[src/hw/rtl/pure_pursuit_steering_assert.svh]
// ----------------------------------------------------------------------------
// pure_pursuit_steering_assert.svh
// Assertion macros for the steering block, empty when SYNTH is defined.
// ----------------------------------------------------------------------------
`ifndef PURE_PURSUIT_STEERING_ASSERT_SVH
`define PURE_PURSUIT_STEERING_ASSERT_SVH
`ifndef SYNTH
`define PPS_ASSERT_IMP(lbl, ck, rn, a, b) \
	lbl: assert property (@(posedge ck) disable iff (!rn) (a) |-> (b)) \
		else $error("pps: implication check failed");
`define PPS_ASSERT_NXT(lbl, ck, rn, a, b) \
	lbl: assert property (@(posedge ck) disable iff (!rn) (a) |=> (b)) \
		else $error("pps: next-cycle check failed");
`else
`define PPS_ASSERT_IMP(lbl, ck, rn, a, b)
`define PPS_ASSERT_NXT(lbl, ck, rn, a, b)
`endif
`endif

[src/hw/rtl/pps_pkg.sv]
// ----------------------------------------------------------------------------
// pps_pkg
// Shared types, constants and the arctangent table of the steering pipeline.
// ----------------------------------------------------------------------------
package pps_pkg;

	localparam int ANGLE_BITS    = 16;
	localparam int CORDIC_STAGES = 16;
	localparam int TABLE_LEN     = 24;
	localparam int DIV_BITS      = 33;
	localparam int NORM_STEPS    = 5;
	// P1 P2 P3, normalize, flip, vectoring, quantize, rotation, mult, round,
	// divide, final
	localparam int PIPE_DEPTH = 3 + NORM_STEPS + 1 + CORDIC_STAGES + 1
		+ CORDIC_STAGES + 1 + 1 + DIV_BITS + 1;

	localparam logic REG_SPEED     = 1'b0;
	localparam logic REG_LOOKAHEAD = 1'b1;

	typedef logic signed [39:0] vec_t;
	typedef logic signed [33:0] rot_t;
	typedef logic [33:0] mag_t;
	typedef logic [31:0] angle_t;
	typedef logic [4:0] step_t;

	localparam rot_t CORDIC_GAIN = 34'sd652032874;

	typedef struct packed {
		vec_t x;
		vec_t y;
		mag_t m;
	} norm_t;

	typedef struct packed {
		vec_t   x;
		vec_t   y;
		angle_t z;
		logic   zero;
	} cvec_t;

	typedef struct packed {
		rot_t x;
		rot_t y;
		rot_t z;
	} crot_t;

	typedef struct packed {
		logic [23:0]         r;
		logic [DIV_BITS-1:0] nq;
		logic                neg;
		logic                ovf;
	} div_t;

	function automatic angle_t atan_step(input step_t i);
		angle_t a;
		case (i)
			5'd0:  a = 32'h20000000;
			5'd1:  a = 32'h12E4051E;
			5'd2:  a = 32'h09FB385B;
			5'd3:  a = 32'h051111D4;
			5'd4:  a = 32'h028B0D43;
			5'd5:  a = 32'h0145D7E1;
			5'd6:  a = 32'h00A2F61E;
			5'd7:  a = 32'h00517C55;
			5'd8:  a = 32'h0028BE53;
			5'd9:  a = 32'h00145F2F;
			5'd10: a = 32'h000A2F98;
			5'd11: a = 32'h000517CC;
			5'd12: a = 32'h00028BE6;
			5'd13: a = 32'h000145F3;
			5'd14: a = 32'h0000A2FA;
			5'd15: a = 32'h0000517D;
			5'd16: a = 32'h000028BE;
			5'd17: a = 32'h0000145F;
			5'd18: a = 32'h00000A30;
			5'd19: a = 32'h00000518;
			5'd20: a = 32'h0000028C;
			5'd21: a = 32'h00000146;
			5'd22: a = 32'h000000A3;
			5'd23: a = 32'h00000051;
			default: a = 32'h0;
		endcase
		return a;
	endfunction

endpackage

[src/hw/rtl/pps_div_cell.sv]
// ----------------------------------------------------------------------------
// pps_div_cell
// One restoring division step: one quotient bit per cell.
// ----------------------------------------------------------------------------
module pps_div_cell (
	input  logic          clk,
	input  logic          en,
	input  logic [23:0]   divisor,
	input  pps_pkg::div_t d,
	output pps_pkg::div_t q
);
	logic [24:0] t;
	logic [24:0] diff;
	logic        take;

	assign t    = {d.r, d.nq[pps_pkg::DIV_BITS-1]};
	assign take = (t >= {1'b0, divisor});
	assign diff = t - {1'b0, divisor};

	always_ff @(posedge clk) begin
		if (en) begin
			q.r   <= take ? diff[23:0] : t[23:0];
			q.nq  <= {d.nq[pps_pkg::DIV_BITS-2:0], take};
			q.neg <= d.neg;
			q.ovf <= d.ovf;
		end
	end
endmodule

[config.mk]
export PLATFORM = sky130hd
export DESIGN_NAME = pps_div_cell
export DESIGN_NICKNAME = d
export VERILOG_FILES = /design/src/hw/rtl/pure_pursuit_steering_assert.svh /design/src/hw/rtl/pps_pkg.sv /design/src/hw/rtl/pps_div_cell.sv
export SDC_FILE = /design/constraint.sdc
export NUM_CORES = 1
export LEC_CHECK = 0
export BUFFER_PORTS_ARGS = -buffer_cell sky130_fd_sc_hd__buf_2
export CAP_MARGIN = 0
export CORE_UTILIZATION = 42
export DETAILED_ROUTE_END_ITERATION = 6
export HOLD_SLACK_MARGIN = 0.08
export PLACE_DENSITY = 0.73
export SLEW_MARGIN = 20
export SYNTH_ARGS = -nofsm -noshare
export SYNTH_HDL_FRONTEND = slang
export SYNTH_SLANG_ARGS = --single-unit
[constraint.sdc]
create_clock -name clk -period 2 [get_ports clk]
set_input_delay 0 -clock clk [delete_from_list [all_inputs] [get_ports clk]]
set_output_delay 0 -clock clk [all_outputs]
set_load 0.01 [all_outputs]
==> impl_results.md <==
* Die height at 96.6 um
* Hold Vio Cnt, Final at 0
* Synth area leaders: edfxtp_1 (47%), ha_1 (8.0%), inv_1 (3.3%)
* Fin Setup TNS at 0 ns
* Netlist cell types at 60
* Mapped Cells at 338
* PD cells at 687 nW/um^2
* CTS tree: done
* Final WL at 11800 um
* H-tree levels at 3
* Die footprint at 9340 sq um
* Number of global-route vias before repair at 3987
* Mapped cell area at 3760 sq um
* Initial antenna violation count at 0
* Mean area per synthesized cell at 11.1 sq um
* Synth area leader: edfxtp_1
* GRT Total Usage at 0.258
* N_diodes at 0
* PnR Total Power at 4.17 mW
* Detailed Routing Iterations Pass 1 at 4
* # rows at 34
* CORE AREA at 8680 sq um
* F_max at 517 MHz
* Critical Path Sink: q[39]$_DFFE_PP_
* Drt first-iter violations at 138
* Most used DFF post-synth: edfxtp_1
* Avg Vias per Cell at 5.15
* Final setup fails at 0
* Period utilization at 0.968
* Crit path max fanout at 13
* Area fraction of the dominant cell type after synthesis at 0.471
* Final min period at 1.94 ns
* Clock tree sinks at 59
* WL/cell at 16.1 um
* Async set or reset register ratio after synthesis at 0
* Yosys reg bits at 59
* RSZ-0062 raised after global routing: no
* Clock buffer count from CTS at 9
* Final slew viol count at 0
* Area growth from synthesis to layout at 61.4%
* NumNets Final at 732
* Global route overflow at 0
* Post-Route Utilization at 0.700
* Hold_ws at 0.0964 ns
* Port Buffers at 143
* First-pass GRT wire length at 19100 um
* Layout cells sized above 1 at 0.463
* Peak VDD IR at 0.411 mV
* Die X at 96.6 um
* DR vias at 3788
* Slew at the pin closest to its max-slew limit at 0.478 ns
* Mapped Nets at 448
* CP startpoint: divisor[1]
* Synth warnings at 0
* Largest register FFs at 59
* Worst slew margin at 0.682
* CTS clk-pin slew, worst paths at 0.08 ns
* Remaining DRCs at 0
* Final ANT Viol Nets at 0
* Starting Density at 0.433
* Layout fillers at 642
* Post-DP HPWL at 8690 um
* Largest regs: q (59)
* Root Driver: clkbuf_8
* Dominant cell by count in the synthesized netlist: edfxtp_1
* GP Congestion at 0.898
* Startpoint types: primary input
* WP data required at 2.10 ns
* Max-Cap Viols at 0
* Seq/Total Area, Yosys at 0.471
* Clock Path Buffers at 2
* Status: finished clean
* Crit. End Element: flop
* Critical path type: in2reg
* IO Pins at 144
* Worst EP arrival at 2.03 ns
* Largest net degree at the start of global routing at 43
* Number of synthesized flops with an enable pin at 59
* Leakage at 2.76 nW
* Register name with the most flops: q
* Worst Hold Class: in2reg
* Top cells by count, synth: edfxtp_1 (59), inv_1 (33), a21oi_1 (24), ha_1 (24)
-- per-layer routing --
layer | track usage | up-vias | share of wire
met1 | 0.319 | 1781 | 0.43
met4 | 0.0758 | 0 | 0.015
met2 | 0.448 | 139 | 0.49
li1 | - | 1853 | -
met5 | 0 | - | 0
met3 | 0.0578 | 15 | 0.058
-- layout make-up --
cell class,count,area [sq um],share of cell area
clock buffer,10,128,0.0210
clock inverter,6,104,0.0171
inverter,34,135,0.0223
multi-input combinational,230,1850,0.305
sequential,59,1770,0.292
tap,108,135,0.0223
timing repair buffer,288,1950,0.321
-- worst min-delay path by stage --
stage | from | end | slack, ns | cells after the start
after detailed placement | d[24] | q[25]$_DFFE_PP_ | 0.18 | 1
after floorplan | d[0] | q[0]$_DFFE_PP_ | 0.1 | 0
after global routing | d[34] | q[35]$_DFFE_PP_ | 0.13 | 4
after CTS | d[36] | q[37]$_DFFE_PP_ | 0.09 | 4
after global placement | d[23] | q[24]$_DFFE_PP_ | 0.18 | 1
final | d[36] | q[37]$_DFFE_PP_ | 0.1 | 4
-- metrics by stage --
stage          cell area, sq um  cells  worst slack, ns
6_report                   6070    735           0.0647
5_1_grt                    6070    735           0.0112
4_1_cts                    6050    734          0.00751
3_5_place_dp               5300    666           -0.339
3_3_place_gp               5300    666           -0.367
2_1_floorplan              3850    338          -0.0783
-- critical path: stages --
cell	delay, ns
buf_2	0.11
inv_1	0.05
ha_1	0.29
nor2b_2	0.21
o21bai_4	0.09
a2111oi_4	0.39
o311a_4	0.31
nor2_8	0.06
inv_6	0.15
mux2_2	0.37
-- cell usage in the layout, fill, tap and decap left out, types with 3 or more instances in the layout --
cell           netlist  routed
buf_2                5     143
buf_4                0      92
edfxtp_1            59      59
dlygate4sd3_1        0      52
inv_1               33      29
a21oi_1             24      24
ha_1                24      19
nand2_1             16      16
nand3_1             16      16
o21ai_0             14      13
nor3_1              13      12
nor2_1              10      10
o21a_1               9       9
clkbuf_8             0       9
xnor2_1              8       8
nand4_1              7       7
o31ai_1              7       7
and3_1               6       6
mux2_4               5       5
mux2_2               5       5
ha_4                 0       5
o31a_1               4       4
or3_1                4       4
inv_2                0       3
a211oi_1             3       3
a21boi_0             3       3
o211ai_1             3       3
o221ai_1             4       3
xor2_1               3       3
bufinv_16            0       3
-- logic make-up after synthesis --
family | count (synthesis) | synth area share
flops | 59 | 0.471
mux | 10 | 0.0349
compound gates | 96 | 0.193
simple gates | 88 | 0.128
fa+ha+maj | 25 | 0.0852
xor+xnor | 11 | 0.0256
buf+inv | 49 | 0.0622
-- report_power, final --
group          leakage [nW]  total [mW]  switching, mW  internal (mW)
Sequential            0.577        1.56         0.0312           1.53
Combinational          2.06        1.29          0.620          0.668
Clock                 0.118        1.32          0.500          0.820
Total                  2.76        4.17           1.15           3.02
-- repair_timing --
| action | in CTS | in global routing |
|---|---|---|
| endpoints found under the setup margin | 0 | 9 |
| buffers inserted | 0 | 1 |
| hold buffers | 52 | 0 |
| gates resized for setup | 0 | 3 |
| endpoints found under the hold margin | 52 | 0 |
No activity file was read; power rests on OpenSTA's default activity.
