--- config.mk ---
export PLATFORM = sky130hd
export DESIGN_NAME = pps_norm_cell
export DESIGN_NICKNAME = d
export VERILOG_FILES = /design/src/hw/rtl/pure_pursuit_steering_assert.svh /design/src/hw/rtl/pps_pkg.sv /design/src/hw/rtl/pps_norm_cell.sv
export SDC_FILE = /design/constraint.sdc
export NUM_CORES = 1
export LEC_CHECK = 0
export ABC_AREA = 1
export BUFFER_PORTS_ARGS = -buffer_cell sky130_fd_sc_hd__buf_2
export CAP_MARGIN = 20
export CORE_MARGIN = 2
export CORE_UTILIZATION = 60
export DETAILED_ROUTE_END_ITERATION = 12
export HOLD_SLACK_MARGIN = 0.02
export PLACE_DENSITY_LB_ADDON = 0.1
export REMOVE_ABC_BUFFERS = 1
export SLEW_MARGIN = 15
export SYNTH_ARGS = -nofsm -noshare
export SYNTH_HDL_FRONTEND = slang
export SYNTH_SLANG_ARGS = --single-unit
--- constraint.sdc ---
create_clock -name clk -period 6.01 [get_ports clk]
set_clock_uncertainty 0.15 [all_clocks]
set_input_delay 0.9015 -clock clk [delete_from_list [all_inputs] [get_ports clk]]
set_output_delay 0.9015 -clock clk [all_outputs]
set_load 0.02 [all_outputs]
--- src/hw/rtl/pure_pursuit_steering_assert.svh ---
// ----------------------------------------------------------------------------
// pure_pursuit_steering_assert.svh
// Assertion macros for the steering block, empty when SYNTH is defined.
// ----------------------------------------------------------------------------
`ifndef PURE_PURSUIT_STEERING_ASSERT_SVH
`define PURE_PURSUIT_STEERING_ASSERT_SVH
`ifndef SYNTH
`define PPS_ASSERT_IMP(lbl, ck, rn, a, b) \
	lbl: assert property (@(posedge ck) disable iff (!rn) (a) |-> (b)) \
		else $error("pps: implication check failed");
`define PPS_ASSERT_NXT(lbl, ck, rn, a, b) \
	lbl: assert property (@(posedge ck) disable iff (!rn) (a) |=> (b)) \
		else $error("pps: next-cycle check failed");
`else
`define PPS_ASSERT_IMP(lbl, ck, rn, a, b)
`define PPS_ASSERT_NXT(lbl, ck, rn, a, b)
`endif
`endif

--- src/hw/rtl/pps_pkg.sv ---
// ----------------------------------------------------------------------------
// pps_pkg
// Shared types, constants and the arctangent table of the steering pipeline.
// ----------------------------------------------------------------------------
package pps_pkg;

	localparam int ANGLE_BITS    = 16;
	localparam int CORDIC_STAGES = 16;
	localparam int TABLE_LEN     = 24;
	localparam int DIV_BITS      = 33;
	localparam int NORM_STEPS    = 5;
	// P1 P2 P3, normalize, flip, vectoring, quantize, rotation, mult, round,
	// divide, final
	localparam int PIPE_DEPTH = 3 + NORM_STEPS + 1 + CORDIC_STAGES + 1
		+ CORDIC_STAGES + 1 + 1 + DIV_BITS + 1;

	localparam logic REG_SPEED     = 1'b0;
	localparam logic REG_LOOKAHEAD = 1'b1;

	typedef logic signed [39:0] vec_t;
	typedef logic signed [33:0] rot_t;
	typedef logic [33:0] mag_t;
	typedef logic [31:0] angle_t;
	typedef logic [4:0] step_t;

	localparam rot_t CORDIC_GAIN = 34'sd652032874;

	typedef struct packed {
		vec_t x;
		vec_t y;
		mag_t m;
	} norm_t;

	typedef struct packed {
		vec_t   x;
		vec_t   y;
		angle_t z;
		logic   zero;
	} cvec_t;

	typedef struct packed {
		rot_t x;
		rot_t y;
		rot_t z;
	} crot_t;

	typedef struct packed {
		logic [23:0]         r;
		logic [DIV_BITS-1:0] nq;
		logic                neg;
		logic                ovf;
	} div_t;

	function automatic angle_t atan_step(input step_t i);
		angle_t a;
		case (i)
			5'd0:  a = 32'h20000000;
			5'd1:  a = 32'h12E4051E;
			5'd2:  a = 32'h09FB385B;
			5'd3:  a = 32'h051111D4;
			5'd4:  a = 32'h028B0D43;
			5'd5:  a = 32'h0145D7E1;
			5'd6:  a = 32'h00A2F61E;
			5'd7:  a = 32'h00517C55;
			5'd8:  a = 32'h0028BE53;
			5'd9:  a = 32'h00145F2F;
			5'd10: a = 32'h000A2F98;
			5'd11: a = 32'h000517CC;
			5'd12: a = 32'h00028BE6;
			5'd13: a = 32'h000145F3;
			5'd14: a = 32'h0000A2FA;
			5'd15: a = 32'h0000517D;
			5'd16: a = 32'h000028BE;
			5'd17: a = 32'h0000145F;
			5'd18: a = 32'h00000A30;
			5'd19: a = 32'h00000518;
			5'd20: a = 32'h0000028C;
			5'd21: a = 32'h00000146;
			5'd22: a = 32'h000000A3;
			5'd23: a = 32'h00000051;
			default: a = 32'h0;
		endcase
		return a;
	endfunction

endpackage

--- src/hw/rtl/pps_norm_cell.sv ---
// ----------------------------------------------------------------------------
// pps_norm_cell
// One step of the left-shift normalization ahead of the vectoring CORDIC.
// ----------------------------------------------------------------------------
module pps_norm_cell (
	input  logic           clk,
	input  logic           en,
	input  logic [4:0]     sh,
	input  pps_pkg::norm_t d,
	output pps_pkg::norm_t q
);
	pps_pkg::mag_t thr;

	assign thr = pps_pkg::mag_t'(1) << (6'd32 - {1'b0, sh});

	always_ff @(posedge clk) begin
		if (en) begin
			// shift while the largest magnitude stays below bit 32
			if (d.m < thr) begin
				q.x <= d.x <<< sh;
				q.y <= d.y <<< sh;
				q.m <= d.m << sh;
			end else begin
				q <= d;
			end
		end
	end
endmodule

==> out/results.tsv, run 1 <==
stage	metric	value	unit
floorplan	row_count	50	
place	hpwl	28520	um
timing	final.min_clock_period	4.332	ns
clocking	cts.repair_timing.setup_buffer_count	0	
timing	hold_viol_final	0	
clocking	tritoncts	done	
yosys	synth_commonest_cells	sky130_fd_sc_hd__nand2_1, sky130_fd_sc_hd__nand3_1, sky130_fd_sc_hd__edfxtp_1	
yosys	ys_warn_count	0	
finish	flow.area_growth_from_synthesis	13.12	%
critical_path	cp.required	6.16	ns
place	place_congestion	0.9152	
yosys	mux_share_of_post_synthesis_cell_area	0	%
timing	fmaxAchievable	0.2308	GHz
yosys	mappedNetlistArea	11650	um2
clocking	hold_buffers	0	
timing	slew_headroom	36.37	%
timing	grt_setup_unrepaired	no	
status	status	finished, final reports clean	
drt	wire_length_reported_by_the_detailed_router	41650	um
timing	setup_viol	0	
timing	hold_slack	0.6185	ns
critical_path	crit_fanout	67	
yosys	post_synth_xor_area_fraction	0	%
min_path	timing.hold.worst_path_depth	3	
drt	drt.antenna.violating_nets	0	
critical_path	critPathLaunchType	input pin	
min_path	hold_path_class	input pin to flip-flop	
critical_path	crit_start	sh[4]	
finish	ff_latch_area	3423	um2
finish	multiInputGateArea	7320	um2
yosys	synth_top_family_by_area	simple AND/OR/NAND/NOR gates	
power	ir_drop	0.2154	mV
yosys	number_of_enable_type_register_cells_in_the_synthesized_netlist	114	
power	pwr_density_cell	240.9	nW/um2
clocking	numClockSinks	114	
drt	avgRoutedWirePerCell	18.12	um
drt	drt-vias-per-instance	6.290	
clocking	cts.root.buffer_cell	sky130_fd_sc_hd__clkbuf_16	
place	pre_cts_slack	1.353	ns
yosys	ys_seq_elements	114	
place	buffers_on_ports	234	
clocking	clock_path_buffers	2	
yosys	synth_top_area_share	29.39	%
yosys	netlist_instances	1894	
clocking	cts_inserted_buffers	17	
critical_path	crit_path_frequent_cell	sky130_fd_sc_hd__nand2_1	
yosys	yosys.cell_count.top_type	sky130_fd_sc_hd__nand2_1	
critical_path	timing.setup.critical_path_class	input pin to flip-flop	
power	leakage	6.384	nW
floorplan	core_area	18890	um2
yosys	yosys-top-cells-area	sky130_fd_sc_hd__edfxtp_1, sky130_fd_sc_hd__nand3_1, sky130_fd_sc_hd__nand2_1, sky130_fd_sc_hd__ha_1, sky130_fd_sc_hd__buf_2	
finish	nFillCells	1797	
drt	firstDrtPassIters	7	
job	maxCapViolations	0	
floorplan	die_width	143.3	um
global_routing	grt_antenna_before_repair	1	
finish	largest_registers	q x114	
critical_path	critPathMaxStageDelay	0.68	ns
timing	worst_slew_pin_slew	0.9531	ns
floorplan	fp.dieH	143.3	um
finish	fin_nets	2179	
global_routing	overflow	0	
clocking	cts_max_level	4	
critical_path	critical_path.endpoint_type	flip-flop	
yosys	yosysTopAreaCell	sky130_fd_sc_hd__edfxtp_1	
finish	drive_gt1_share	14.47	%
clocking	worst_setup_hold_path_clk_slew	0.06	ns
floorplan	io-pin-count	235	
yosys	fraction_of_the_yosys_area_taken_by_sequential_cells	29.39	%
global_routing	total_global_route_track_usage	39.81	%
floorplan	start_util	61.65	%
global_routing	maximum_number_of_pins_on_one_net_before_global_route_repair	158	
yosys	synth-main-ff-cell	sky130_fd_sc_hd__edfxtp_1	
critical_path	slowest_stage	sky130_fd_sc_hd__inv_2	
yosys	post_synthesis_share_of_cell_area_spent_on_full_adders_half_adders_and_majority_gates	3.545	%
yosys	synth.lib_cells_used.distinct	25	
clocking	cts_repair_resize_count	0	
drt	vias	14461	
global_routing	global_route_wire_length_before_repair	64920	um
timing	final_critical_path_setup_slack	1.678	ns
global_routing	first_global_vias	12737	
yosys	async_flop_share	0	%
timing	maxSlewViolCount	0	
drt	remaining_drc_errors	0	
yosys	synth_simple_gate_area_share	55.85	%
critical_path	data_arrival_at_the_endpoint_of_the_critical_path	4.49	ns
power	power.total	3.173	mW
critical_path	setup.worst_path.end	q[106]$_DFFE_PP_	
floorplan	design.die.area	20540	um2
yosys	syn-mean-instance-area	6.150	um2
drt	drt-initial-drc-count	2583	
finish	largest_reg_flops	114	
timing	final.period_utilization	72.08	%
finish	largest_register	q	
yosys	synth_compound_gate_area_share	3.416	%
critical_path	ordered_list_of_cells_on_the_worst_path	buf_2 > buf_4 > nor2_1 > nor2_1 > nand2_1 > ha_1 > a21oi_1 > nand2_1 > a21oi_1 > nand2_1 > nor2_2 > nand2_4 > inv_2 > buf_4 > nand2_1 > nand2_1	
metal layers:
layer | GRT usage, % | part of all wire [%] | up-vias
met5 | 0 | 0 | -
met4 | 15.63 | 4.4 | 0
met3 | 7.931 | 13 | 176
met2 | 62.25 | 44 | 1109
met1 | 54.41 | 39 | 6433
li1 | - | - | 6743
cells in the final DEF, fill, tap and decap left out, drive strengths merged:
cell | netlist | final
a21o | 2 | 2
a21oi | 14 | 14
buf | 106 | 254
bufinv | 0 | 3
clkbuf | 36 | 17
clkinv | 1 | 10
clkinvlp | 0 | 3
conb | 1 | 1
diode | 0 | 1
edfxtp | 114 | 114
ha | 33 | 33
inv | 31 | 31
nand2 | 761 | 761
nand3 | 676 | 676
nand4 | 7 | 7
nor2 | 50 | 50
o211ai | 3 | 3
o21ai | 58 | 58
or2 | 1 | 1
area by class of cell:
class                   instances  share of cell area, %
inverters                      32                 0.9402
flip-flops and latches        114                  25.98
repair buffers                254                  10.54
clock inverters                15                  1.263
diodes                          1                0.01899
multi-input cells            1606                  55.56
well taps                     260                  2.469
clock buffers                  17                  3.229
cells by family (layout without fill, tap and decap cells):
kind of cell,after synthesis,after routing
and+or+nand+nor,1495,1495
buffers and inverters,174,318
DFF,114,114
AOI/OAI and AO/OA,77,77
adders and majority gates,33,33
other,1,2
worst max-delay path: cells and delay by family:
kind                       cells  cell delay [ns]
AOI/OAI and AO/OA              2             0.30
buffers and inverters          4             1.77
and+or+nand+nor                9             1.15
adders and majority gates      1             0.30
worst min-delay path by stage:
| stage | slack [ns] | to | start |
|---|---|---|---|
| 4_1_cts | 0.62 | q[73]$_DFFE_PP_ | d[73] |
| 3_3_place_gp | 1.06 | q[110]$_DFFE_PP_ | d[110] |
| 5_1_grt | 0.62 | q[109]$_DFFE_PP_ | d[109] |
| 2_1_floorplan | 0.86 | q[0]$_DFFE_PP_ | en |
| 3_5_place_dp | 1.05 | q[73]$_DFFE_PP_ | d[73] |
| 6_report | 0.62 | q[73]$_DFFE_PP_ | d[73] |
where the power goes:
part	total (mW)	switching, mW	internal (mW)
registers	1.03	0.0301	1.00
clock network	1.06	0.412	0.647
logic	1.08	0.758	0.321
through the flow:
| stage | TNS, ns | utilization [%] | cell area (um2) | instances |
|---|---|---|---|---|
| after global routing | 0 | 69.72 | 13170 | 2298 |
| after global placement | 0 | 66.34 | 12530 | 2264 |
| after detailed placement | 0 | 66.34 | 12530 | 2264 |
| final | 0 | 69.74 | 13180 | 2299 |
| after CTS | 0 | 69.47 | 13130 | 2296 |
| after floorplan | -21.23 | - | 10870 | 1752 |
No activity file was read; power rests on OpenSTA's default activity.
==> run 2: changes to the inputs <==
CORE_UTILIZATION = 57   (was 60)
clock period = 4.3 ns   (was 6.01 ns; I/O delays follow)
==> out/results.tsv, run 2 (synthesis results as in run 1) <==
stage	metric	value	unit
status	status	finished, final reports clean	
timing	maxSlewViolCount	0	
min_path	hp-start	d[73]	
finish	nFillCells	1973	
floorplan	io-pin-count	235	
power	power.total	4.409	mW
timing	hold_viol_final	0	
finish	flow.area_growth_from_synthesis	13.54	%
power	clkPwrFrac	33.1	%
timing	final.min_clock_period	3.387	ns
power	pwr_density_cell	333.4	nW/um2
clocking	cts_max_level	4	
power	cellInternalPower	2.718	mW
drt	remaining_drc_errors	0	
finish	most-common-layout-cells	sky130_fd_sc_hd__nand2_1, sky130_fd_sc_hd__nand3_1, sky130_fd_sc_hd__buf_2, sky130_fd_sc_hd__edfxtp_1, sky130_fd_sc_hd__nor2_1	
power	ir_drop	0.2739	mV
drt	drt-vias-per-instance	6.110	
place	hpwl	28880	um
clocking	hold_buffers	0	
floorplan	start_util	57.75	%
min_path	timing.hold.worst_path_depth	3	
clocking	worst_setup_hold_path_clk_slew	0.06	ns
critical_path	crit_path_frequent_cell	sky130_fd_sc_hd__nand2_1	
clocking	cts.repair_timing.setup_buffer_count	0	
job	maxCapViolations	0	
timing	setup_viol	0	
floorplan	die_width	146.9	um
critical_path	cp.required	4.31	ns
critical_path	timing.setup.critical_path_class	input pin to flip-flop	
timing	worst_slew_pin_slew	1.150	ns
floorplan	design.die.area	21590	um2
critical_path	critical-path-top-delay-family	simple AND/OR/NAND/NOR gates	
finish	fin_nets	2189	
clocking	tritoncts	done	
finish	largest_registers	q x114	
min_path	hold_path_class	input pin to flip-flop	
clocking	cts.root.buffer_cell	sky130_fd_sc_hd__clkbuf_16	
timing	hold_slack	0.3500	ns
power	pwr-share-seq	32.8	%
finish	insertedDiodeCount	0	
power	p_sw_share	38.35	%
drt	firstDrtPassIters	7	
power	comb_power_share	34.2	%
timing	fmaxAchievable	0.2953	GHz
clocking	clock_path_buffers	2	
critical_path	critical_path_buf_inv_count	3	
timing	grt_setup_unrepaired	no	
floorplan	core_area	20170	um2
drt	wire_length_reported_by_the_detailed_router	41110	um
global_routing	overflow	0	
place	place_congestion	0.9544	
timing	final.period_utilization	78.76	%
floorplan	row_count	52	
power	leakage	6.413	nW
floorplan	fp.dieH	146.9	um
clocking	cts_repair_resize_count	0	
global_routing	first_global_vias	12373	
clocking	cts_inserted_buffers	17	
critical_path	slowest_stage	sky130_fd_sc_hd__buf_12	
critical_path	crit_fanout	103	
critical_path	critPathMaxStageDelay	0.39	ns
global_routing	maximum_number_of_pins_on_one_net_before_global_route_repair	106	
finish	largest_reg_flops	114	
critical_path	data_arrival_at_the_endpoint_of_the_critical_path	3.40	ns
critical_path	critical_path.endpoint_type	flip-flop	
clocking	numClockSinks	114	
global_routing	global_route_wire_length_before_repair	64450	um
critical_path	critPathLaunchType	input pin	
place	buffers_on_ports	234	
critical_path	ordered_list_of_cells_on_the_worst_path	buf_2 > buf_12 > nand2_1 > nor2_1 > nand2_1 > ha_1 > nand2_1 > nor2_1 > nand2_1 > nor2_1 > nand2_1 > nand2_1 > nor2_2 > nand2_4 > buf_4 > o21ai_0	
drt	drt.antenna.violating_nets	0	
finish	drive_gt1_share	14.94	%
global_routing	grt_antenna_before_repair	0	
drt	vias	14163	
global_routing	total_global_route_track_usage	37.12	%
min_path	min_to	q[73]$_DFFE_PP_	
finish	mostFrequentLayoutCell	sky130_fd_sc_hd__nand2_1	
timing	slew_headroom	23.35	%
power	p_switching	1.691	mW
drt	avgRoutedWirePerCell	17.74	um
drt	drt-initial-drc-count	2242	
finish	utilization	65.56	%
finish	largest_register	q	
-- run 2: cell count changes in the layout (fill, tap and decap cells not counted), moves of 2 or more --
cell,previous run,this run
sky130_fd_sc_hd__buf_4,20,32
sky130_fd_sc_hd__clkinv_4,2,6
sky130_fd_sc_hd__clkinv_1,3,1
sky130_fd_sc_hd__clkinv_2,5,3
-- run 2: tightest hold or removal path: stages --
cell	delay, ns
sky130_fd_sc_hd__buf_2	0.09
sky130_fd_sc_hd__nand2_1	0.05
sky130_fd_sc_hd__nand2_1	0.05
-- run 2: metal layers --
metal | vias to the layer above | GRT usage [%] | share of wire (%)
met1 | 6302 | 51.88 | 40
met2 | 979 | 59.58 | 45
met3 | 113 | 5.621 | 12
li1 | 6769 | - | -
met4 | 0 | 11.83 | 3.2
met5 | - | 0 | 0
-- run 2: metrics by stage --
step	instance area [um2]	std cells	TNS (ns)	worst slack (ns)
5_1_grt	13220	2318	0	0.6732
3_5_place_dp	12640	2286	0	0.5423
2_1_floorplan	10870	1752	-170.79	-1.775
3_3_place_gp	12640	2286	0	0.5907
6_report	13220	2318	0	0.9133
4_1_cts	13220	2318	0	0.9892
-- run 2: power by group through the flow --
stage / combinational (mW) / sequential [mW] / clock, mW
2_1_floorplan: 0.721 / 1.65 / 0
3_3_place_gp: 1.46 / 1.47 / 0
3_5_place_dp: 1.47 / 1.47 / 0
4_1_cts: 1.48 / 1.44 / 1.46
5_1_grt: 1.66 / 1.46 / 1.50
6_report: 1.51 / 1.44 / 1.46
-- run 2: how the worst max path moves through the flow --
stage | start | end | slack [ns] | cells past startpoint
after floorplan | sh[4] | q[100]$_DFFE_PP_ | -1.78 | 16
after global placement | sh[3] | q[5]$_DFFE_PP_ | 0.59 | 15
after detailed placement | sh[3] | q[7]$_DFFE_PP_ | 0.54 | 15
after CTS | sh[3] | q[7]$_DFFE_PP_ | 0.99 | 15
after global routing | sh[3] | q[5]$_DFFE_PP_ | 0.67 | 15
final | sh[2] | q[77]$_DFFE_PP_ | 0.91 | 16
-- run 2: cell type report --
cell class,count,area (um2),share of cell area [%]
Multi-Input combinational cell,1606,7320,55.35
Sequential cell,114,3423,25.89
Timing Repair Buffer,264,1431,10.82
Clock buffer,18,429.2,3.245
Tap cell,270,337.8,2.555
Clock inverter,14,157.7,1.192
Inverter,32,125.1,0.9462
