`config.mk`:
```
export PLATFORM = sky130hd
export DESIGN_NAME = pps_vec_cell
export DESIGN_NICKNAME = d
export VERILOG_FILES = /design/src/hw/rtl/pure_pursuit_steering_assert.svh /design/src/hw/rtl/pps_pkg.sv /design/src/hw/rtl/pps_vec_cell.sv
export SDC_FILE = /design/constraint.sdc
export NUM_CORES = 1
export LEC_CHECK = 0
export ABC_AREA = 1
export BUFFER_PORTS_ARGS = -buffer_cell sky130_fd_sc_hd__buf_2
export CAP_MARGIN = 20
export CORE_ASPECT_RATIO = 0.75
export CORE_MARGIN = 2
export CORE_UTILIZATION = 40
export CTS_BUF_LIST = sky130_fd_sc_hd__clkbuf_2 sky130_fd_sc_hd__clkbuf_4 sky130_fd_sc_hd__clkbuf_8
export DETAILED_ROUTE_END_ITERATION = 8
export GPL_TIMING_DRIVEN = 0
export PLACE_DENSITY_LB_ADDON = 0.2
export REMOVE_ABC_BUFFERS = 1
export SLEW_MARGIN = 20
export SYNTH_ARGS = -nofsm -noshare
export SYNTH_HDL_FRONTEND = slang
export SYNTH_SLANG_ARGS = --single-unit
```
`constraint.sdc`:
```
create_clock -name clk -period 6.1 [get_ports clk]
set_input_delay 0.305 -clock clk [delete_from_list [all_inputs] [get_ports clk]]
set_output_delay 0.305 -clock clk [all_outputs]
set_load 0.03 [all_outputs]
```
`src/hw/rtl/pure_pursuit_steering_assert.svh`:
```
// ----------------------------------------------------------------------------
// pure_pursuit_steering_assert.svh
// Assertion macros for the steering block, empty when SYNTH is defined.
// ----------------------------------------------------------------------------
`ifndef PURE_PURSUIT_STEERING_ASSERT_SVH
`define PURE_PURSUIT_STEERING_ASSERT_SVH
`ifndef SYNTH
`define PPS_ASSERT_IMP(lbl, ck, rn, a, b) \
	lbl: assert property (@(posedge ck) disable iff (!rn) (a) |-> (b)) \
		else $error("pps: implication check failed");
`define PPS_ASSERT_NXT(lbl, ck, rn, a, b) \
	lbl: assert property (@(posedge ck) disable iff (!rn) (a) |=> (b)) \
		else $error("pps: next-cycle check failed");
`else
`define PPS_ASSERT_IMP(lbl, ck, rn, a, b)
`define PPS_ASSERT_NXT(lbl, ck, rn, a, b)
`endif
`endif

```
`src/hw/rtl/pps_pkg.sv`:
```
// ----------------------------------------------------------------------------
// pps_pkg
// Shared types, constants and the arctangent table of the steering pipeline.
// ----------------------------------------------------------------------------
package pps_pkg;

	localparam int ANGLE_BITS    = 16;
	localparam int CORDIC_STAGES = 16;
	localparam int TABLE_LEN     = 24;
	localparam int DIV_BITS      = 33;
	localparam int NORM_STEPS    = 5;
	// P1 P2 P3, normalize, flip, vectoring, quantize, rotation, mult, round,
	// divide, final
	localparam int PIPE_DEPTH = 3 + NORM_STEPS + 1 + CORDIC_STAGES + 1
		+ CORDIC_STAGES + 1 + 1 + DIV_BITS + 1;

	localparam logic REG_SPEED     = 1'b0;
	localparam logic REG_LOOKAHEAD = 1'b1;

	typedef logic signed [39:0] vec_t;
	typedef logic signed [33:0] rot_t;
	typedef logic [33:0] mag_t;
	typedef logic [31:0] angle_t;
	typedef logic [4:0] step_t;

	localparam rot_t CORDIC_GAIN = 34'sd652032874;

	typedef struct packed {
		vec_t x;
		vec_t y;
		mag_t m;
	} norm_t;

	typedef struct packed {
		vec_t   x;
		vec_t   y;
		angle_t z;
		logic   zero;
	} cvec_t;

	typedef struct packed {
		rot_t x;
		rot_t y;
		rot_t z;
	} crot_t;

	typedef struct packed {
		logic [23:0]         r;
		logic [DIV_BITS-1:0] nq;
		logic                neg;
		logic                ovf;
	} div_t;

	function automatic angle_t atan_step(input step_t i);
		angle_t a;
		case (i)
			5'd0:  a = 32'h20000000;
			5'd1:  a = 32'h12E4051E;
			5'd2:  a = 32'h09FB385B;
			5'd3:  a = 32'h051111D4;
			5'd4:  a = 32'h028B0D43;
			5'd5:  a = 32'h0145D7E1;
			5'd6:  a = 32'h00A2F61E;
			5'd7:  a = 32'h00517C55;
			5'd8:  a = 32'h0028BE53;
			5'd9:  a = 32'h00145F2F;
			5'd10: a = 32'h000A2F98;
			5'd11: a = 32'h000517CC;
			5'd12: a = 32'h00028BE6;
			5'd13: a = 32'h000145F3;
			5'd14: a = 32'h0000A2FA;
			5'd15: a = 32'h0000517D;
			5'd16: a = 32'h000028BE;
			5'd17: a = 32'h0000145F;
			5'd18: a = 32'h00000A30;
			5'd19: a = 32'h00000518;
			5'd20: a = 32'h0000028C;
			5'd21: a = 32'h00000146;
			5'd22: a = 32'h000000A3;
			5'd23: a = 32'h00000051;
			default: a = 32'h0;
		endcase
		return a;
	endfunction

endpackage

```
`src/hw/rtl/pps_vec_cell.sv`:
```
// ----------------------------------------------------------------------------
// pps_vec_cell
// One vectoring CORDIC iteration, drives y toward zero and sums the angle.
// ----------------------------------------------------------------------------
module pps_vec_cell (
	input  logic           clk,
	input  logic           en,
	input  pps_pkg::step_t idx,
	input  pps_pkg::cvec_t d,
	output pps_pkg::cvec_t q
);
	pps_pkg::vec_t xs, ys;

	assign xs = d.x >>> idx;
	assign ys = d.y >>> idx;

	always_ff @(posedge clk) begin
		if (en) begin
			q.zero <= d.zero;
			if (!d.y[39]) begin
				q.x <= d.x + ys;
				q.y <= d.y - xs;
				q.z <= d.z + pps_pkg::atan_step(idx);
			end else begin
				q.x <= d.x - ys;
				q.y <= d.y + xs;
				q.z <= d.z - pps_pkg::atan_step(idx);
			end
		end
	end
endmodule

```
==> summary.md, run 1 <==
| Metric | Value |
|---|---|
| Status | complete, no violations |
| Hold Vio Cnt, Final | 0 |
| Fin. max-slew vios | 0 |
| Number of port buffers | 232 |
| Share of layout cells above drive strength 1 | 10.2% |
| Post-DP HPWL | 57.0 mm |
| Clock root buffer master | clkbuf_8 |
| Final setup fails | 0 |
| Synth area leaders | nand2_1 19%, edfxtp_1 19%, nand3_1 14% |
| Register bit count reported by yosys | 113 |
| Max-Cap Viols | 0 |
| Initial antenna violation count | 0 |
| Pwr dens | approximately 250 mW/mm2 |
| Die X | 246 um |
| Top Ports | 233 |
| Clock tree sinks | 113 |
| Slew Limit Headroom | 32.5% |
| Crit path top cell by count | nand2_1 |
| RSZ-0062 raised after global routing | false |
| CP Class | primary input to flop |
| Min cycle time layout | 5.76 ns |
| # rows | 66 |
| Post-synth top area share | 19.4% |
| Top_reg_cell synth | edfxtp_1 |
| Largest reg by FF count | q |
| Cell area after synthesis | 0.0176 mm2 |
| Worst hold path type | primary input to flop |
| Nets | 3319 |
| Core ar. | between 0.04 and 0.05 mm2 |
| Slowest CP cell | inv_6 |
| Detailed-router iteration count before antenna repair | 6 |
| Leakage Power | 9.73 nW |
| H-tree Lvls | 4 |
| Largest net degree at the start of global routing | 86 |
| Placer Congestion | 0.971 |
| DP Worst Slack | -0.904 ns |
| Initial Utilization | 40.6% |
| Fin Hold WS | between 0.1 and 0.15 ns |
| Clock Path Buffers | 2 |
| Worst-path clk slew | 0.08 ns |
| Ys Warns | 0 |
| Type of origin of the critical path | primary input |
| VDD IR-drop max | 0.165 mV |
| Fmax | 0.174 GHz |
| EDFF count, synth | 113 |
| Iter 0 DRT Violations | 2329 |
| Global route overflow | 0 |
| Max reg flops | between 100 and 150 |
| Sequential fraction of the synthesis area | 19.2% |
| Tcrit/Tclk final | a little over nine tenths |
| CP endpoint kind | flop |
| Critical path data arrival time | 6.06 ns |
| Wire per inst | 19.1 um |
| DR DRC count | 0 |
| Die height | 186 um |
| CTS tree | built |
| Vias in the first global route | 18400 |
| Final WS setup | 0.339 ns |
| Critical Path Fanout Max | 85 |
| Final WL | 70.0 mm |
| Synth area leader | nand2_1 |
| Cts bufs inserted | 17 |
| Mean post-synth cell area | 6.05 um2 |
| Total Routing Usage GR | a little under a third |
| Post-synthesis instance total | around 3000 |
| Post-synthesis async set-or-reset flop share | 0% |
| Largest registers | q (113) |
| First-pass GRT wire length | 106 mm |
| Via count | 20600 |
| Most common cell in the netlist | nand2_1 |
| # diodes | 0 |
| Total Power | 4.92 mW |
| Die ar. | 0.0458 mm2 |
| Post-CTS setup buffer count | 0 |
| Yosys cell types | between 40 and 50 |
| Worst Path Required | about 6.4 ns |
| Worst stage delay on the critical path | approximately 0.52 ns |
| Worst-margin pin slew | 1.01 ns |
| Vias/cell | 5.61 |
| Final ANT Viol Nets | 0 |
| Commonest cells in the netlist | 912 x nand2_1, 488 x nand3_1, 262 x inv_1 |
| Area growth syn-to-layout | 10.7% |
layout by cell type (no fill, tap or decap), types with 8 or more instances in the layout:
cell type	count
a21boi_0	8
a21o_1	12
a21oi_1	155
a31oi_1	26
buf_2	226
clkbuf_8	17
edfxtp_1	113
ha_1	122
inv_1	262
inv_2	13
nand2_1	912
nand3_1	488
nand3b_1	11
nand4_1	22
nor2_1	249
nor3_1	22
nor4_1	8
o211ai_1	9
o21a_1	12
o21ai_0	107
o21ai_1	17
xnor2_1	61
xor2_1	117
worst max-delay path: cells and delay by family:
kind / cells / cell delay (ns)
buffers and inverters: 8 / 1.67
xor gates and xnor gates: 1 / 0.47
and+or+nand+nor: 16 / 1.82
AOI/OAI and AO/OA: 4 / 1.11
adders and majority gates: 2 / 0.59
repair_timing:
action	in CTS	in global routing
gates resized for setup	2	10
endpoints found under the setup margin	21	44
hold buffers	1	0
endpoints found under the hold margin	1	0
logic make-up (layout without fill, tap and decap cells):
logic type | Yosys count | count (layout) | synth area share, %
buf+inv | 377 | 549 | 8.76
flops | 113 | 113 | 19.2
fa+ha+maj | 125 | 125 | 8.99
xor+xnor | 178 | 178 | 8.84
compound gates | 377 | 377 | 12.1
simple gates | 1745 | 1745 | 42.1
metrics by stage:
step	TNS (ns)	cells	util, %	instance area (um2)
global route	0	3665	44.9	19500
detailed placement	-31.57	3632	44.1	19100
finish	0	3665	44.9	19500
CTS	0	3665	44.9	19500
floorplan	0	2819	-	17100
global placement	-96.02	3629	43.8	19000
per-layer routing:
layer / vias up / wire length [um] / global-route usage, %
met5: - / 0 / 0
met4: 0 / 1210 / 6.51
met3: 72 / 6430 / 6.26
met2: 871 / 27800 / 42.6
met1: 9552 / 34600 / 46.0
li1: 10100 / - / -
power breakdown:
part           switching (mW)  total (mW)  leakage, nW  internal (mW)
clock                   0.415       0.695        0.158          0.280
combinational            2.10        3.01         8.47          0.903
sequential             0.0491        1.22         1.11           1.17
final cells by class:
cell class | count | area [um2]
fillers | 4790 | 23900
flip-flops and latches | 113 | 3390
inverters | 281 | 1080
multi-input cells | 2425 | 12700
repair buffers | 236 | 1280
clock inverters | 15 | 111
well taps | 578 | 723
clock buffers | 17 | 234
path summary, 6_finish.rpt:
path / from / end / slack, ns / cells past startpoint
max: idx[2] / q[72]$_DFFE_PP_ / 0.34 / 31
min: d[2] / q[2]$_DFFE_PP_ / 0.15 / 2
Note: power is estimated with default switching activity, not from simulation.
==> inputs of run 2 (changes only) <==
ABC_CLOCK_PERIOD_IN_PS = 6100   (was unset)
CORE_ASPECT_RATIO = 1.75   (was 0.75)
==> summary.md, run 2 (synthesis gave the netlist of run 1 again) <==
| Metric | Value |
|---|---|
| Min cycle time layout | 6.02 ns (+0.262 ns) |
| Core ar. | 0.0435 mm2 (about the same) |
| Detailed-router iteration count before antenna repair | 8 (+2) |
| Die height | 282 um (+52%) |
| Slowest CP cell | a31oi_1 |
| Final ANT Viol Nets | 0 (unchanged) |
| Post-CTS setup buffer count | 0 (unchanged) |
| Post-DP HPWL | 61.2 mm (+7.4%) |
| Hold Vio Cnt, Final | 0 (unchanged) |
| Vias/cell | 5.61 (about the same) |
| Worst-path clk slew | 0.14 ns (+0.06 ns) |
| Tcrit/Tclk final | 98.7% (+4.3 points) |
| Total Power | 5.05 mW (+2.8%) |
| Placer Congestion | 1.03 (+5.8%) |
| CP Class | primary input to flop |
| Worst Path Required | 6.40 ns (about the same) |
| Worst hold path type | primary input to flop |
| Fmax | 0.166 GHz (-4.4%) |
| Share of layout cells above drive strength 1 | 10.1% (-0.029 points) |
| Max-Cap Viols | 0 (unchanged) |
| Final TNS setup | 0 ns (unchanged) |
| Type of origin of the critical path | primary input |
| Largest registers | q (113) |
| Slew Limit Headroom | 30.1% (-2.5 points) |
| Largest net degree at the start of global routing | 89 (+3.5%) |
| Post-Layout Cell Count | 3653 (-0.33%) |
| Leakage Power | 9.77 nW (+0.34%) |
| Clock root buffer master | clkbuf_8 |
| Final WS setup | 0.0765 ns (-0.262 ns) |
| Dpl cells | 3619 (-0.36%) |
| DR DRC count | 0 (unchanged) |
| Clock Path Buffers | 2 (unchanged) |
| Final core utilization | 45.0% (+0.053 points) |
| VDD IR-drop max | 0.138 mV (-16%) |
| Wire per inst | 20.4 um (+6.8%) |
| Nets | 3318 (-0.030%) |
| Fin. max-slew vios | 0 (unchanged) |
| Global route overflow | 0 (unchanged) |
| Clock tree sinks | 113 (unchanged) |
| Cts bufs inserted | 17 (unchanged) |
| Die ar. | 0.0459 mm2 (+0.11%) |
| Pwr dens | 258 mW/mm2 (+2.6%) |
| Area growth syn-to-layout | 10.9% |
| Die X | 163 um (-34%) |
| Critical path data arrival time | 6.32 ns (+0.26 ns) |
| Initial antenna violation count | 1 (+1) |
| Most frequent cells in the layout | 912 x nand2_1, 488 x nand3_1, 262 x inv_1 |
| Iter 0 DRT Violations | 1400 (-40%) |
| Max reg flops | 113 (unchanged) |
| Largest reg by FF count | q |
| # rows | 101 (+53%) |
| CTS tree | built |
| Final setup fails | 0 (unchanged) |
| Crit-path leading delay family | simple AND/OR/NAND/NOR gates |
| Commonest non-fill, non-tap cell in the layout | nand2_1 |
| CP Buf/Inv Count | 4 (-4) |
| RSZ-0062 raised after global routing | false |
| Critical Path Fanout Max | 88 (+3.5%) |
| Status | complete, no violations |
| Initial Utilization | 40.6% (about the same) |
| Total Routing Usage GR | 32.1% (+2.0 points) |
| Top Ports | 233 (unchanged) |
| H-tree Lvls | 4 (unchanged) |
| Via count | 20500 (-0.26%) |
| Worst stage delay on the critical path | 0.56 ns (+0.04 ns) |
| Worst-margin pin slew | 1.04 ns (+0.0276 ns) |
| Final WL | 74.6 mm (+6.5%) |
| Number of port buffers | 232 (unchanged) |
| Fill count | 4880 (+1.9%) |
| CP endpoint kind | flop |
| Vias in the first global route | 20400 (+11%) |
| First-pass GRT wire length | 112 mm (+5.9%) |
| DP Worst Slack | -1.40 ns (-0.495 ns) |
-- run 2: changes by cell type in the layout (fill, tap and decap cells not counted), moves of 2 or more --
cell,previous run,this run
buf_4,3,1
bufinv_16,0,2
clkinvlp_4,6,4
inv_8,0,2
o21ai_0,107,109
o21ai_1,17,15
-- run 2: final cells by class --
class,count,area (um2),share of cell area [%]
well taps,566,708,3.62
clock inverters,15,158,0.806
repair buffers,235,1260,6.43
multi-input cells,2425,12700,65.0
clock buffers,17,234,1.20
flip-flops and latches,113,3390,17.3
inverters,281,1080,5.55
diodes,1,2.50,0.0128
-- run 2: layer usage --
layer | vias up | share of wire, % | global-route usage [%]
met5 | - | 0 | 0
met2 | 700 | 51 | 59.6
met3 | 282 | 4.3 | 4.43
met1 | 9458 | 35 | 31.2
li1 | 10100 | - | -
met4 | 0 | 9.4 | 26.6
-- run 2: repair_timing --
action	4_1_cts	5_1_grt
resized for setup	6	12
hold endpoints to repair	1	0
setup endpoints to repair	22	11
hold buffers	1	0
pin swaps	0	0
-- run 2: where the power goes --
group	leakage [nW]	internal, mW	switching (mW)	total (mW)
combinational	8.48	0.902	2.13	3.03
clock	0.186	0.366	0.442	0.808
sequential	1.11	1.17	0.0467	1.21
-- run 2: worst paths after layout --
kind | from | endpoint | slack [ns] | cells after the start
max | idx[0] | q[109]$_DFFE_PP_ | 0.08 | 25
min | d[33] | q[33]$_DFFE_PP_ | 0.17 | 2
-- run 2: stage by stage --
step / cell area, um2 / hold WS (ns)
3_5_place_dp: 19100 / 0.484
4_1_cts: 19500 / 0.135
3_3_place_gp: 19000 / 0.481
5_1_grt: 19600 / 0.165
6_report: 19600 / 0.166
2_1_floorplan: 17100 / 0.404
==> inputs of run 3 (changes only) <==
CORE_UTILIZATION = 66   (was 40)
==> summary.md, run 3 (synthesis gave the netlist of run 1 again) <==
| Metric | Value |
|---|---|
| Crit path cell chain | buf_4, inv_6, nand2_1, nand3_1, nand3_1, nand3_1, nand2_1, nand2_1, nor2_1, nand2_1, nor2_1, nand2_1, nand2_1, xnor2_1, ha_1, nand2_1, nor2_1, inv_1, nor4_1, nand4_1, nand3_1, xor2_1 |
| Placer Congestion | 1.22 (+18%) |
| Detailed-router iteration count before antenna repair | 9 (+1) |
| Final WL | 66.3 mm (-11%) |
| Max reg flops | 113 (unchanged) |
| First-pass GRT wire length | 101 mm (-9.9%) |
| Initial Utilization | 66.8% (+26 points) |
| CTS tree | built |
| Critical path data arrival time | 6.25 ns (-0.07 ns) |
| Wire per inst | 19.4 um (-4.9%) |
| Most frequent cells in the layout | 912 x nand2_1, 488 x nand3_1, 262 x inv_1 |
| Fin Hold WS | 0.131 ns (-0.0354 ns) |
| Min cycle time layout | 5.99 ns (-0.0340 ns) |
| Hold Vio Cnt, Final | 0 (unchanged) |
| Tcrit/Tclk final | 98.2% (-0.56 points) |
| Slowest CP cell | nor4_1 |
| VDD IR-drop max | 0.276 mV (+100%) |
| Core ar. | 0.0264 mm2 (-39%) |
| Post-place instance area | 0.0188 mm2 (-1.8%) |
| Leakage Power | 9.73 nW (-0.39%) |
| Fin. max-slew vios | 0 (unchanged) |
| Die ar. | 0.0281 mm2 (-39%) |
| Max-Cap Viols | 0 (unchanged) |
| Clock Path Buffers | 2 (unchanged) |
| Clock tree sinks | 113 (unchanged) |
| DR DRC count | 1 (+1) |
| Crit path top cell by count | nand2_1 |
| CP Class | primary input to flop |
| Post-DP HPWL | 51.2 mm (-16%) |
| Final core utilization | 72.7% (+28 points) |
| Final WS setup | 0.111 ns (+0.0340 ns) |
| Worst hold path type | primary input to flop |
| Initial antenna violation count | 1 (unchanged) |
| RSZ-0062 raised after global routing | false |
| Global route overflow | 0 (unchanged) |
| Iter 0 DRT Violations | 2409 (+72%) |
| Share of layout cells above drive strength 1 | 10.0% (-0.094 points) |
| Final setup fails | 0 (unchanged) |
| Commonest non-fill, non-tap cell in the layout | nand2_1 |
| Vias in the first global route | 20800 (+1.9%) |
| Clock root buffer master | clkbuf_8 |
| Die height | 220 um (-22%) |
| Worst-margin pin slew | 1.03 ns (-0.00626 ns) |
| Status | finished, violations left |
| Cts bufs inserted | 17 (unchanged) |
| Area growth syn-to-layout | 8.71% |
| Fmax | 0.167 GHz (+0.57%) |
| Nets | 3317 (-0.030%) |
| Largest reg by FF count | q |
| Die X | 128 um (-22%) |
| # rows | 79 (-22%) |
| Worst-path clk slew | 0.09 ns (-0.05 ns) |
| Worst stage delay on the critical path | 0.85 ns (+0.29 ns) |
| Critical Path Fanout Max | 76 (-14%) |
| DP Worst Slack | -0.802 ns (+0.597 ns) |
| Number of port buffers | 232 (unchanged) |
| Vias/cell | 6.32 (+13%) |
| Via count | 21600 (+5.2%) |
| Total Routing Usage GR | 45.9% (+14 points) |
| Largest registers | q (113) |
| Failing checks | DRC |
| Final ANT Viol Nets | 0 (unchanged) |
| Slew Limit Headroom | 30.5% (+0.40 points) |
| Worst Path Required | 6.36 ns (-0.04 ns) |
| Largest net degree at the start of global routing | 91 (+2.2%) |
| H-tree Lvls | 4 (unchanged) |
| Final Cell Area | 0.0192 mm2 (-2.0%) |
| Top Ports | 233 (unchanged) |
| Pwr dens | 257 mW/mm2 (-0.52%) |
| CP endpoint kind | flop |
| Type of origin of the critical path | primary input |
==> run 3: final timing paths <==
check,end,start,cells after the start
worst max-delay path,q[109]$_DFFE_PP_,idx[1],22
worst min-delay path,q[33]$_DFFE_PP_,d[33],2
==> run 3: area by class of cell <==
type | count | area (um2)
diodes | 3 | 7.51
clock buffers | 18 | 241
clock inverters | 14 | 118
fillers | 2399 | 7220
inverters | 281 | 1080
multi-input cells | 2425 | 12700
flip-flops and latches | 113 | 3390
well taps | 324 | 405
repair buffers | 234 | 1230
==> run 3: worst max-delay path: cells and delay by family <==
family        cells  cell delay [ns]
xor+xnor          2             0.25
fa+ha+maj         1             0.36
buf+inv           3             1.14
simple gates     16             4.06
==> run 3: power by group <==
group / internal (mW) / total, mW / switching [mW]
combinational: 0.900 / 3.00 / 2.10
clock: 0.322 / 0.715 / 0.392
sequential: 1.17 / 1.22 / 0.0504
==> run 3: stage by stage <==
stage	setup TNS [ns]	power [mW]	instances
2_1_floorplan	0	3.28	2819
3_3_place_gp	-41.50	4.05	3375
3_5_place_dp	-12.02	4.12	3376
4_1_cts	0	4.82	3409
5_1_grt	0	5.19	3409
6_report	0	4.93	3412
==> run 3: repair_timing <==
item	in CTS	in global routing
hold buffers	1	0
hold endpoints to repair	1	0
resized for setup	2	12
endpoints found under the setup margin	7	14
buffers inserted	0	0
==> run 3: metal layers <==
metal	vias up	routed length (um)	GRT usage [%]
met3	500	6650	14.2
met2	1332	30900	78.4
met4	2	7480	44.8
li1	10100	-	-
met1	9648	21200	42.6
met5	-	10	0
